File: src/hdl/nlq_pkg.sv
// shared types, constants and result codes for the neighbour link-quality table
`timescale 1ns / 1ps

package nlq_pkg;

  localparam int TABLE_DEPTH = 64;
  localparam int ADDR_BITS   = 16;

  // slot index and fill count widths
  localparam int IDX_W  = (TABLE_DEPTH > 1) ? $clog2(TABLE_DEPTH) : 1;
  localparam int USED_W = $clog2(TABLE_DEPTH + 1);

  localparam logic [15:0] GAP_UNITY   = 16'h0100;
  localparam logic [3:0]  VERSION_ONE = 4'h1;

  // result status codes
  localparam logic [2:0] ST_KNOWN = 3'd0;
  localparam logic [2:0] ST_NEW   = 3'd1;
  localparam logic [2:0] ST_BAD   = 3'd2;
  localparam logic [2:0] ST_OWN   = 3'd3;
  localparam logic [2:0] ST_FULL  = 3'd4;

  // one table slot as held in the table ram
  typedef struct packed {
    logic [ADDR_BITS-1:0] addr;
    logic [7:0]           last_seq;
    logic [15:0]          avg_gap;
    logic [7:0]           rssi;
    logic [7:0]           lqi;
  } entry_t;

  localparam int ENTRY_W = $bits(entry_t);

  // controller to datapath commands
  typedef struct packed {
    logic load;
    logic ignore;
    logic scan_start;
    logic scan_step;
    logic hit;
    logic miss;
    logic full;
    logic update;
    logic emit;
  } cmd_t;

  // datapath to controller status
  typedef struct packed {
    logic hdr_bad;
    logic own_match;
    logic match;
    logic scan_done;
    logic table_full;
    logic out_free;
  } stat_t;

endpackage

File: src/hdl/nlq_ram.sv
// generic single write port ram with one registered read port
`timescale 1ns / 1ps

module nlq_ram #(
  parameter int WIDTH = 8,
  parameter int DEPTH = 16
) (
  input  logic                                   clk,
  input  logic                                   we,
  input  logic [((DEPTH > 1) ? $clog2(DEPTH) : 1)-1:0] waddr,
  input  logic [WIDTH-1:0]                       wdata,
  input  logic                                   re,
  input  logic [((DEPTH > 1) ? $clog2(DEPTH) : 1)-1:0] raddr,
  output logic [WIDTH-1:0]                       rdata
);

  logic [WIDTH-1:0] mem [DEPTH];

  always_ff @(posedge clk) begin
    if (we) begin
      mem[waddr] <= wdata;
    end
    if (re) begin
      rdata <= mem[raddr];
    end
  end

endmodule

File: src/hdl/nlq_ctrl.sv
// controller state machine sequencing check, scan, update and result transfer
`timescale 1ns / 1ps

module nlq_ctrl (
  input  logic          clk,
  input  logic          rst,
  input  logic          in_valid,
  output logic          in_ready,
  input  nlq_pkg::stat_t stat,
  output nlq_pkg::cmd_t  cmd
);

  localparam logic [2:0] S_IDLE  = 3'd0;
  localparam logic [2:0] S_CHECK = 3'd1;
  localparam logic [2:0] S_SCAN  = 3'd2;
  localparam logic [2:0] S_UPD   = 3'd3;
  localparam logic [2:0] S_EMIT  = 3'd4;

  logic [2:0] state;
  logic [2:0] state_next;

  always_ff @(posedge clk) begin
    if (rst) begin
      state <= S_IDLE;
    end else begin
      state <= state_next;
    end
  end

  assign in_ready = (state == S_IDLE);

  always_comb begin
    state_next = state;
    cmd        = '0;
    case (state)
      S_IDLE: begin
        if (in_valid) begin
          cmd.load   = 1'b1;
          state_next = S_CHECK;
        end
      end
      S_CHECK: begin
        if (stat.hdr_bad || stat.own_match) begin
          cmd.ignore = 1'b1;
          state_next = S_EMIT;
        end else begin
          cmd.scan_start = 1'b1;
          state_next     = S_SCAN;
        end
      end
      S_SCAN: begin
        cmd.scan_step = 1'b1;
        if (stat.match) begin
          cmd.hit    = 1'b1;
          state_next = S_UPD;
        end else if (stat.scan_done) begin
          if (stat.table_full) begin
            cmd.full   = 1'b1;
            state_next = S_EMIT;
          end else begin
            cmd.miss   = 1'b1;
            state_next = S_UPD;
          end
        end
      end
      S_UPD: begin
        cmd.update = 1'b1;
        state_next = S_EMIT;
      end
      S_EMIT: begin
        if (stat.out_free) begin
          cmd.emit   = 1'b1;
          state_next = S_IDLE;
        end
      end
      default: begin
        state_next = S_IDLE;
      end
    endcase
  end

endmodule

File: src/hdl/nlq_dp.sv
// datapath: header checks, table ram and scan, gap average, result registers
`timescale 1ns / 1ps

module nlq_dp (
  input  logic                          clk,
  input  logic                          rst,
  input  nlq_pkg::cmd_t                 cmd,
  output nlq_pkg::stat_t                stat,
  input  logic [nlq_pkg::ADDR_BITS-1:0] own_address,
  input  logic [nlq_pkg::ADDR_BITS-1:0] src_addr,
  input  logic [3:0]                    version,
  input  logic [3:0]                    hop_limit,
  input  logic [7:0]                    seqno,
  input  logic [7:0]                    rssi,
  input  logic [7:0]                    lqi,
  output logic                          out_valid,
  input  logic                          out_ready,
  output logic [2:0]                    status,
  output logic [5:0]                    entry_index,
  output logic [7:0]                    seq_gap,
  output logic [15:0]                   avg_gap,
  output logic [15:0]                   ignored_total
);

  // captured header
  logic [nlq_pkg::ADDR_BITS-1:0] src_q;
  logic [3:0]                    ver_q;
  logic [3:0]                    hops_q;
  logic [7:0]                    seq_q;
  logic [7:0]                    rssi_q;
  logic [7:0]                    lqi_q;

  logic [nlq_pkg::USED_W-1:0] used;
  logic [15:0]                ignore_cnt;

  // scan
  logic [nlq_pkg::USED_W-1:0] scan_idx;
  logic [nlq_pkg::IDX_W-1:0]  rd_idx;
  logic                       rd_pend;
  logic                       issue;
  nlq_pkg::entry_t            rd_entry;

  // slot being updated
  logic [nlq_pkg::IDX_W-1:0] hit_idx;
  logic [7:0]                ent_last;
  logic [15:0]               ent_avg;
  logic                      ent_new;

  // pending result
  logic [2:0]  res_status;
  logic [5:0]  res_idx;
  logic [7:0]  res_gap;
  logic [15:0] res_avg;

  logic [7:0]      gap;
  logic [17:0]     avg_x3;
  logic [16:0]     avg_sum;
  nlq_pkg::entry_t wr_entry;

  assign issue = cmd.scan_step && (scan_idx < used);

  nlq_ram #(
    .WIDTH(nlq_pkg::ENTRY_W),
    .DEPTH(nlq_pkg::TABLE_DEPTH)
  ) u_table (
    .clk  (clk),
    .we   (cmd.update),
    .waddr(hit_idx),
    .wdata(wr_entry),
    .re   (issue),
    .raddr(scan_idx[nlq_pkg::IDX_W-1:0]),
    .rdata(rd_entry)
  );

  // new average: gap*64 + floor(avg*3/4), stays within 16 bits from a start of unity
  assign gap     = seq_q - ent_last;
  assign avg_x3  = {2'b00, ent_avg} + {1'b0, ent_avg, 1'b0};
  assign avg_sum = {3'b000, gap, 6'b000000} + {1'b0, avg_x3[17:2]};

  always_comb begin
    wr_entry.addr     = src_q;
    wr_entry.last_seq = seq_q;
    wr_entry.avg_gap  = avg_sum[15:0];
    wr_entry.rssi     = rssi_q;
    wr_entry.lqi      = lqi_q;
  end

  assign stat.hdr_bad    = (ver_q != nlq_pkg::VERSION_ONE) || (hops_q == 4'd0);
  assign stat.own_match  = (src_q == own_address);
  assign stat.match      = rd_pend && (rd_entry.addr == src_q);
  assign stat.scan_done  = !rd_pend && (scan_idx == used);
  assign stat.table_full = (used == nlq_pkg::USED_W'(nlq_pkg::TABLE_DEPTH));
  assign stat.out_free   = !out_valid || out_ready;

  always_ff @(posedge clk) begin
    if (cmd.load) begin
      src_q  <= src_addr;
      ver_q  <= version;
      hops_q <= hop_limit;
      seq_q  <= seqno;
      rssi_q <= rssi;
      lqi_q  <= lqi;
    end

    if (cmd.scan_step) begin
      rd_idx <= scan_idx[nlq_pkg::IDX_W-1:0];
    end

    if (cmd.hit) begin
      hit_idx  <= rd_idx;
      ent_last <= rd_entry.last_seq;
      ent_avg  <= rd_entry.avg_gap;
      ent_new  <= 1'b0;
    end else if (cmd.miss) begin
      hit_idx  <= used[nlq_pkg::IDX_W-1:0];
      ent_last <= seq_q - 8'd1;
      ent_avg  <= nlq_pkg::GAP_UNITY;
      ent_new  <= 1'b1;
    end

    if (cmd.ignore) begin
      res_status <= stat.hdr_bad ? nlq_pkg::ST_BAD : nlq_pkg::ST_OWN;
      res_idx    <= '0;
      res_gap    <= '0;
      res_avg    <= '0;
    end else if (cmd.full) begin
      res_status <= nlq_pkg::ST_FULL;
      res_idx    <= '0;
      res_gap    <= '0;
      res_avg    <= '0;
    end else if (cmd.update) begin
      res_status <= ent_new ? nlq_pkg::ST_NEW : nlq_pkg::ST_KNOWN;
      res_idx    <= 6'(hit_idx);
      res_gap    <= gap;
      res_avg    <= avg_sum[15:0];
    end

    if (cmd.emit) begin
      status        <= res_status;
      entry_index   <= res_idx;
      seq_gap       <= res_gap;
      avg_gap       <= res_avg;
      ignored_total <= ignore_cnt;
    end

    if (rst) begin
      used       <= '0;
      ignore_cnt <= '0;
      scan_idx   <= '0;
      rd_pend    <= 1'b0;
      out_valid  <= 1'b0;
    end else begin
      if (cmd.ignore) begin
        ignore_cnt <= ignore_cnt + 16'd1;
      end
      if (cmd.miss) begin
        used <= used + 1'b1;
      end
      if (cmd.scan_start) begin
        scan_idx <= '0;
        rd_pend  <= 1'b0;
      end else if (cmd.scan_step) begin
        rd_pend <= issue;
        if (issue) begin
          scan_idx <= scan_idx + 1'b1;
        end
      end
      if (cmd.emit) begin
        out_valid <= 1'b1;
      end else if (out_ready) begin
        out_valid <= 1'b0;
      end
    end
  end

endmodule

File: src/hdl/neighbor_link_quality_table.sv
// top level of the neighbour link-quality table: configuration port and block wiring
`timescale 1ns / 1ps

// Keeps a table of up to 64 neighbours heard on received broadcast headers.
// Each header transfer gives exactly one result transfer. Headers with a
// version other than 1 or a hop limit of zero report status 2, headers from
// own_address report status 3; both bump a wrapping 16-bit ignore counter.
// A known sender has rssi and lqi stored and its 8.8 average sequence gap
// updated (status 0); an unknown sender takes the next free slot (status 1),
// or is dropped with status 4 when all slots are taken. Table slots are
// filled in order and tracked by a fill count, so no clearing pass runs after
// reset and the block is ready at once. The table ram is searched serially,
// one slot compared per cycle through its single read port. A new header is
// taken while the previous result still waits at the output.
// own_address sits at byte address 0 of the configuration port and should
// only be written while no header is in flight.

module neighbor_link_quality_table (
  input  logic        clk,
  input  logic        rst,
  // configuration port
  input  logic        psel,
  input  logic        penable,
  input  logic        pwrite,
  input  logic [2:0]  paddr,
  input  logic [31:0] pwdata,
  output logic [31:0] prdata,
  output logic        pready,
  // header input
  input  logic        in_valid,
  output logic        in_ready,
  input  logic [15:0] src_addr,
  input  logic [3:0]  version,
  input  logic [3:0]  hop_limit,
  input  logic [7:0]  seqno,
  input  logic [7:0]  rssi,
  input  logic [7:0]  lqi,
  // result output
  output logic        out_valid,
  input  logic        out_ready,
  output logic [2:0]  status,
  output logic [5:0]  entry_index,
  output logic [7:0]  seq_gap,
  output logic [15:0] avg_gap,
  output logic [15:0] ignored_total
);

  // register select bit of the byte address
  localparam logic REG_OWN_ADDRESS = 1'b0;

  logic [nlq_pkg::ADDR_BITS-1:0] own_address;
  logic                          cfg_write;
  nlq_pkg::cmd_t                 cmd;
  nlq_pkg::stat_t                stat;

  assign pready    = 1'b1;
  assign cfg_write = psel && penable && pwrite;

  // own address register, write completes in the access phase
  always_ff @(posedge clk) begin
    if (rst) begin
      own_address <= '0;
    end else if (cfg_write && (paddr[2] == REG_OWN_ADDRESS)) begin
      own_address <= pwdata[nlq_pkg::ADDR_BITS-1:0];
    end
  end

  // read back, unknown registers read as zero
  always_comb begin
    prdata = '0;
    if (paddr[2] == REG_OWN_ADDRESS) begin
      prdata[nlq_pkg::ADDR_BITS-1:0] = own_address;
    end
  end

  // sequencing of check, table search, update and result transfer
  nlq_ctrl u_ctrl (
    .clk     (clk),
    .rst     (rst),
    .in_valid(in_valid),
    .in_ready(in_ready),
    .stat    (stat),
    .cmd     (cmd)
  );

  // header registers, table ram, average arithmetic and output register
  nlq_dp u_dp (
    .clk          (clk),
    .rst          (rst),
    .cmd          (cmd),
    .stat         (stat),
    .own_address  (own_address),
    .src_addr     (src_addr),
    .version      (version),
    .hop_limit    (hop_limit),
    .seqno        (seqno),
    .rssi         (rssi),
    .lqi          (lqi),
    .out_valid    (out_valid),
    .out_ready    (out_ready),
    .status       (status),
    .entry_index  (entry_index),
    .seq_gap      (seq_gap),
    .avg_gap      (avg_gap),
    .ignored_total(ignored_total)
  );

endmodule
File: config.mk
export PLATFORM = sky130hd
export DESIGN_NAME = neighbor_link_quality_table
export DESIGN_NICKNAME = d
export VERILOG_FILES = /design/src/hdl/nlq_pkg.sv /design/src/hdl/nlq_ram.sv /design/src/hdl/nlq_ctrl.sv /design/src/hdl/nlq_dp.sv /design/src/hdl/neighbor_link_quality_table.sv
export SDC_FILE = /design/constraint.sdc
export NUM_CORES = 2
export LEC_CHECK = 0
export BUFFER_PORTS_ARGS = -buffer_cell sky130_fd_sc_hd__buf_2
export CAP_MARGIN = 10
export CORE_MARGIN = 2
export CORE_UTILIZATION = 56
export DETAILED_ROUTE_END_ITERATION = 10
export PLACE_DENSITY = 0.83
export SETUP_SLACK_MARGIN = 0.5
export SLEW_MARGIN = 20
export SYNTH_ARGS = -nofsm -noshare
export SYNTH_HDL_FRONTEND = slang
export SYNTH_SLANG_ARGS = --single-unit
File: constraint.sdc
create_clock -name clk -period 5.6 [get_ports clk]
set_clock_uncertainty 0.15 [all_clocks]
set_input_delay 0.56 -clock clk [delete_from_list [all_inputs] [get_ports clk]]
set_output_delay 0.56 -clock clk [all_outputs]
set_load 0.005 [all_outputs]
## Word level (Yosys, flattened, before mapping)

Memories as Yosys holds them, arrays and structs flattened. A register that Yosys moved wholly into a read port is not among the register bits.
Cells that the tools add are included.

| word-level totals | value |
|---|---|
| flip-flop bits (word level) | 218 |
| memory bits (writable) | 3584 |
| input bits | 90 |
| output and inout port bits | 84 |
| memories kept | 1 |

Memory list:

| name | depth | width | read ports | clocked after Yosys merged registers in | wr ports | RTL line | source |
|---|---|---|---|---|---|---|---|
| u_dp.u_table.mem | 64 | 56 | 1 | 1 | 1 | nlq_ram.sv:17 | `logic [WIDTH-1:0] mem [DEPTH];` |

| operators by class | value |
|---|---|
| add/subtract/negate cells | 7 |
| magnitude comparators | 1 |
| equality and inequality tests | 12 |
| muxes and demuxes | 37 |
| bitwise operators | 1 |
| reduce and logical (&&, ||, !) cells | 20 |

Operators by type and width:

| kind | number |
|---|---|
| $mux W16 | 3 |
| $eq A16 B16 Y1 | 2 |
| $mux W3 | 9 |
| $add A16 B17 Y18 | 1 |
| $add A14 B16 Y16 | 1 |
| $add A16 B1 Y16 const B | 1 |
| $mux W1 | 16 |
| $mux W8 | 2 |
| $pmux W3 S5 | 1 |
| $add A7 B1 Y7 const B | 2 |
| $mux W6 | 2 |
| $sub A8 B1 Y8 const B | 1 |
| $sub A8 B8 Y8 | 1 |
| $eq A7 B7 Y1 | 1 |
| $eq A7 B7 Y1 const B | 1 |
| $lt A7 B7 Y1 | 1 |
| $eq A3 B2 Y1 const B | 2 |
| $logic_and A1 B1 Y1 | 6 |
| $mux W2 | 3 |
| $logic_not A4 Y1 | 1 |
| $mux W4 | 1 |
| $ne A2 B2 Y1 const B | 2 |
| $ne A4 B1 Y1 const B | 1 |
| $reduce_bool A2 Y1 | 2 |
| 11 further kinds | 15 |

## Logic depth before layout (Yosys ltp)

| depth | value |
|---|---|
| depth in word-level cells | 7 |
| gate-level depth with buffers | 17 |
| depth with buffers taken out | 17 |

## Hierarchy

From an unflattened synthesis, not the netlist that was laid out.

| second synthesis, totals | value |
|---|---|
| cell total of the unflattened synthesis | 6756 |
| area total of the unflattened synthesis | 147347.6 um^2 |

Modules (own cells, without submodules):

| module | times used | cells each | area each (um^2) | sequential area each (um^2) |
|---|---|---|---|---|
| nlq_ram | 1 | 5949 | 137544.4 | 109304.8 |
| nlq_dp | 1 | 665 | 8526.9 | 5345.1 |
| neighbor_link_quality_table | 1 | 106 | 987.2 | 320.3 |
| nlq_ctrl | 1 | 36 | 289.0 | 60.1 |

## Worst setup path after synthesis

Ideal clock, no wire load.

| timing path | value |
|---|---|
| kind | reg2reg |
| start point | reg u_dp.seq_q[0] |
| end point | mem u_dp.u_table.mem[0][31] in the netlist's numbering, data pin |
| setup time | 0.542 ns |
| data arrival time | 5.227 ns |
| data required time | 4.908 ns |
| setup slack | -0.319 ns |
| stages on the path, launching flop included | 16 |
| buffers on the path | 0 |
| period minus slack after synthesis | 5.919 ns |
| path through | edfxtp_1 > inv_1 > ha_1 > fa_1 > o21ai_0 > a21oi_1 > o21bai_1 > a21oi_1 > xnor2_1 > ha_1 > nor2_1 > nand3b_1 > o21ai_0 > nand2_1 > mux2i_1 > xor2_1 |

| on the way | value |
|---|---|
| word-level cells in the longest chain between the ends | 2 |

Ends and longest elaborated chain:

| element | RTL line | source |
|---|---|---|
| from (decl) | nlq_dp.sv:29 | `logic [7:0] seq_q;` |
| from (signal assigned) | nlq_dp.sv:100 | `seq_q <= seqno;` |
| $sub A8 B8 Y8 | nlq_dp.sv:76 | `assign gap = seq_q - ent_last;` |
| named net u_dp.gap[6] | nlq_dp.sv:55 | `logic [7:0] gap;` |
| $add A14 B16 Y16 | nlq_dp.sv:78 | `assign avg_sum = {3'b000, gap, 6'b000000} + {1'b0, avg_x3[17:2]};` |
| named net u_dp.avg_sum[15] | nlq_dp.sv:57 | `logic [16:0] avg_sum;` |
| to (decl) | nlq_ram.sv:17 |  |

The timed path passes the listed nets, and every way through them passes these cells.

## Worst setup path after layout

| timing path | value |
|---|---|
| start point | reg u_dp.seq_q[0] |
| end point | mem u_dp.u_table.mem[8][31] in the netlist's numbering, data pin |

Same word-level chain as after synthesis.

==> results.txt <==
----------------------------------------------------
[Run status]
  Outcome ... finished clean

[Finish]
  Share of layout cells above drive strength 1 ... 30.5%
  Nets ... 5,205
  Non-Filler Instances ... 7,784
  Fill cell instance count of the final layout ... 11,038
  Non-Filler Cell Area, Final ... 123,000 um^2
  Combined area of the multi-input logic cells ... 23,900 um^2
  Flip-flop and latch area ... 83,300 um^2
  Relative area change from synthesis to final layout ... 14.0%
  Final standard cell utilization of the core ... 64.4%

[Worst setup path]
  RR Endpoint ... u_dp.u_table.mem[8][31]
  Kind of start point of the critical path ... flip-flop
  Critical Path AT ... 5.62 ns
  FF-to-FF setup slack ... 0.48 ns
  Worst setup path endpoint ... u_dp.u_table.mem[8][31]
  Worst EP required ... 6.11 ns
  Endpoint class of the critical path ... flip-flop
  Largest fanout on the critical path ... 32
  Crit path from ... u_dp.seq_q[0]
  Critical path class ... reg2reg
  Critical register-to-register path startpoint ... u_dp.seq_q[0]
  Cell count of the worst reg-to-reg path ... 17

[Die]
  Die footprint ... 196,000 um^2
  Die X-Extent ... 442 um
  Top-level port count ... 174
  Std-Cell Rows ... 160
  Die span in y ... 442 um
  Initial Utilization ... 56.5%
  Placeable Area ... 191,000 um^2

[STA]
  Slew at the pin with the worst max-slew slack ... 1.31 ns
  Number of slew-limit violations in the final report ... 0
  F_max ... 0.195 GHz
  Remaining max-slew budget at the tightest pin ... 12.6%
  Post-route clock period utilization ... 91.4%
  Final Worst Setup Slack ... 0.481 ns
  Number of setup violations in the final report ... 0
  Minimum hold slack ... 0.119 ns
  Time the worst path needs with I/O delays and setup ... 5.12 ns
  Fin. Hold Viols ... 0
  Final sum of negative setup slack ... 0 ns
  Setup repair after global routing missed its margin ... false

[Synthesis]
  Post-synth EDFFs ... 2,720
  Synth top area share ... 75.9%
  Synth Warn # ... 0
  Count of mapped cells out of synthesis ... 4,638
  Sequential element share of the synthesized area ... 77.4%
  Synth top area cells ... edfxtp_1, mux4_2, dfxtp_1
  Register bit total from synthesis ... 2,802
  Top_reg_cell synth ... edfxtp_1
  Mapped cell area ... 108,000 um^2
  Synthesized area per cell ... 23.2 um^2
  Number of distinct library cells after synthesis ... 55
  Fraction of registers with async set/reset ... 0%
  Most instantiated cells after synthesis ... edfxtp_1, mux4_2, nor2_1
  Most frequent cell after synthesis ... edfxtp_1
  Cell accounting for the most synthesized area ... edfxtp_1

[Route]
  Count of nets left with antenna violations after detail routing ... 0
  Number of iterations in the first detailed-routing pass ... 8
  Number of vias per cell after detailed routing ... 7.63
  Total vias in the final route ... 59,370
  Post-DR wirelength/cell ... 44.3 um
  Wire length after detailed routing ... 345,000 um
  Post-route DRC violation count ... 0
  Number of DRC violations after detailed-routing iteration 0 ... 11,531

[Run]
  Number of max-cap violations ... 0

[Clock tree]
  CTS H-tree lvls ... 5
  Clock-pin slew on the worst setup and hold paths ... 0.07 ns
  Clock tree from TritonCTS ... built
  Clock tree root driver cell ... clkbuf_16
  TritonCTS Buffers ... 276
  Clock insertion delay at the later pin of the skew report ... 0.98 ns
  Sink Count ... 2,802
  Largest buffer count on any clock path ... 4

[Power and ir drop]
  VDD IR max ... 0.362 mV
  Post-layout total power ... 43.1 mW
  Static leakage ... 37.1 nW
  PD cells ... 351 nW/um^2

[Place]
  HPWL Detailed ... 165,000 um
  Count of placed standard cells including taps ... 7,239
  Setup Slack @ Placement ... 0.347 ns
  Number of buffers added on ports ... 122
  Placer congestion estimate ... 0.871
  Cell area after placement ... 113,000 um^2

[Global routing]
  First-pass GRT wire length ... 468,000 um
  Antenna violations before repair ... 17
  Pin count of the biggest net entering global routing ... 153
  Number of global-route vias before repair ... 58,812
  Overall Global Routing Usage ... 34.7%
  Total overflow reported by the global router ... 0

[Worst hold path]
  Class of the tightest hold or removal check ... in2reg

----------------------------------------------------
==> sequential cells by signal, indices dropped and copies added, names as in the netlist, 8 cells and up <==
register	count
own_address	16
u_dp.u_table.rdata	40
u_dp.u_table.mem	2560
u_dp.avg_gap	16
u_dp.ent_avg	16
u_dp.ent_last	8
u_dp.res_avg	16
u_dp.ignore_cnt	16
u_dp.ignored_total	16
u_dp.res_gap	8
u_dp.seq_gap	8
u_dp.seq_q	8
u_dp.src_q	16
==> cell usage in the layout (no fill, tap or decap), types with 37 or more instances in the layout <==
master / count
clkinv_2: 40
ha_1: 40
mux4_2: 806
clkbuf_1: 54
buf_12: 53
mux2i_1: 38
inv_1: 38
edfxtp_1: 2720
dfxtp_1: 76
clkinv_1: 64
nor2_4: 66
a21oi_1: 74
buf_2: 122
nor2b_1: 59
nor2_1: 55
dlygate4sd3_1: 50
buf_4: 144
xnor2_1: 66
a211oi_1: 37
clkbuf_16: 287
nand2_1: 73
==> worst max-delay path, cell delays in order, from the launching register on <==
cell       delay (ns)
edfxtp_1         0.37
inv_1            0.11
ha_1             0.24
fa_1             0.47
o21ai_0          0.31
a21oi_1          0.21
o21bai_1         0.16
a21oi_1          0.12
xnor2_1          0.57
ha_1             0.63
nor2_1           0.12
nand3b_1         0.19
o21ai_1          0.20
nand2b_1         0.12
mux2i_2          0.31
xor2_4           0.15
buf_12           0.17
clkbuf_16        0.19
==> cells by family (layout without fill, tap and decap cells) <==
group	Yosys count	count (layout)	share of synthesized area [%]
AOI/OAI and AO/OA	202	202	1.21
xor gates and xnor gates	90	93	0.732
adders and majority gates	45	45	0.544
buffers and inverters	285	896	1.18
DFF	2802	2802	77.4
muxes	846	846	17.2
other	2	23	0.00698
and+or+nand+nor	366	366	1.68
==> final cells by class <==
cell class | count | share of cell area (%)
Clock buffer | 343 | 6.03
Clock inverter | 132 | 0.937
Inverter | 38 | 0.116
Antenna cell | 6 | 0.0122
Timing Repair Buffer | 383 | 2.94
Sequential cell | 2802 | 67.9
Tap cell | 2511 | 2.56
Multi-Input combinational cell | 1569 | 19.5
==> power breakdown <==
group	switching (mW)	internal, mW
combinational	0.868	0.221
clock	8.24	10.4
sequential	0.0455	23.4
total	9.15	34.0
==> worst min path at each step <==
stage / from / endpoint / slack (ns) / cells past startpoint
6_report: rst / u_dp.used[3] / 0.12 / 2
5_1_grt: rst / u_dp.used[3] / 0.12 / 2
4_1_cts: rst / u_dp.used[3] / 0.08 / 2
3_5_place_dp: u_dp.res_status[0] / u_dp.status[0] / 0.26 / 0
3_3_place_gp: u_dp.res_status[1] / u_dp.status[1] / 0.25 / 0
2_1_floorplan: u_dp.res_status[0] / u_dp.status[0] / 0.25 / 0
==> metal layers <==
layer	global-route usage [%]	wire, um	up-vias
met5	0.0488	104	-
met4	25.4	34200	16
met3	10.8	50800	1959
met2	54.4	161000	7265
met1	40.8	99100	29662
li1	-	-	20468
==> repair_timing <==
| item | CTS | global route |
|---|---|---|
| setup buffers | 0 | 1 |
| hold buffers | 50 | 0 |
| pin swaps | 2 | 1 |
| endpoints found under the hold margin | 50 | 0 |
| cloned | 2 | 2 |
| endpoints found under the setup margin | 297 | 297 |
| gates resized for setup | 4 | 12 |
(Power assumes the default switching activity.)
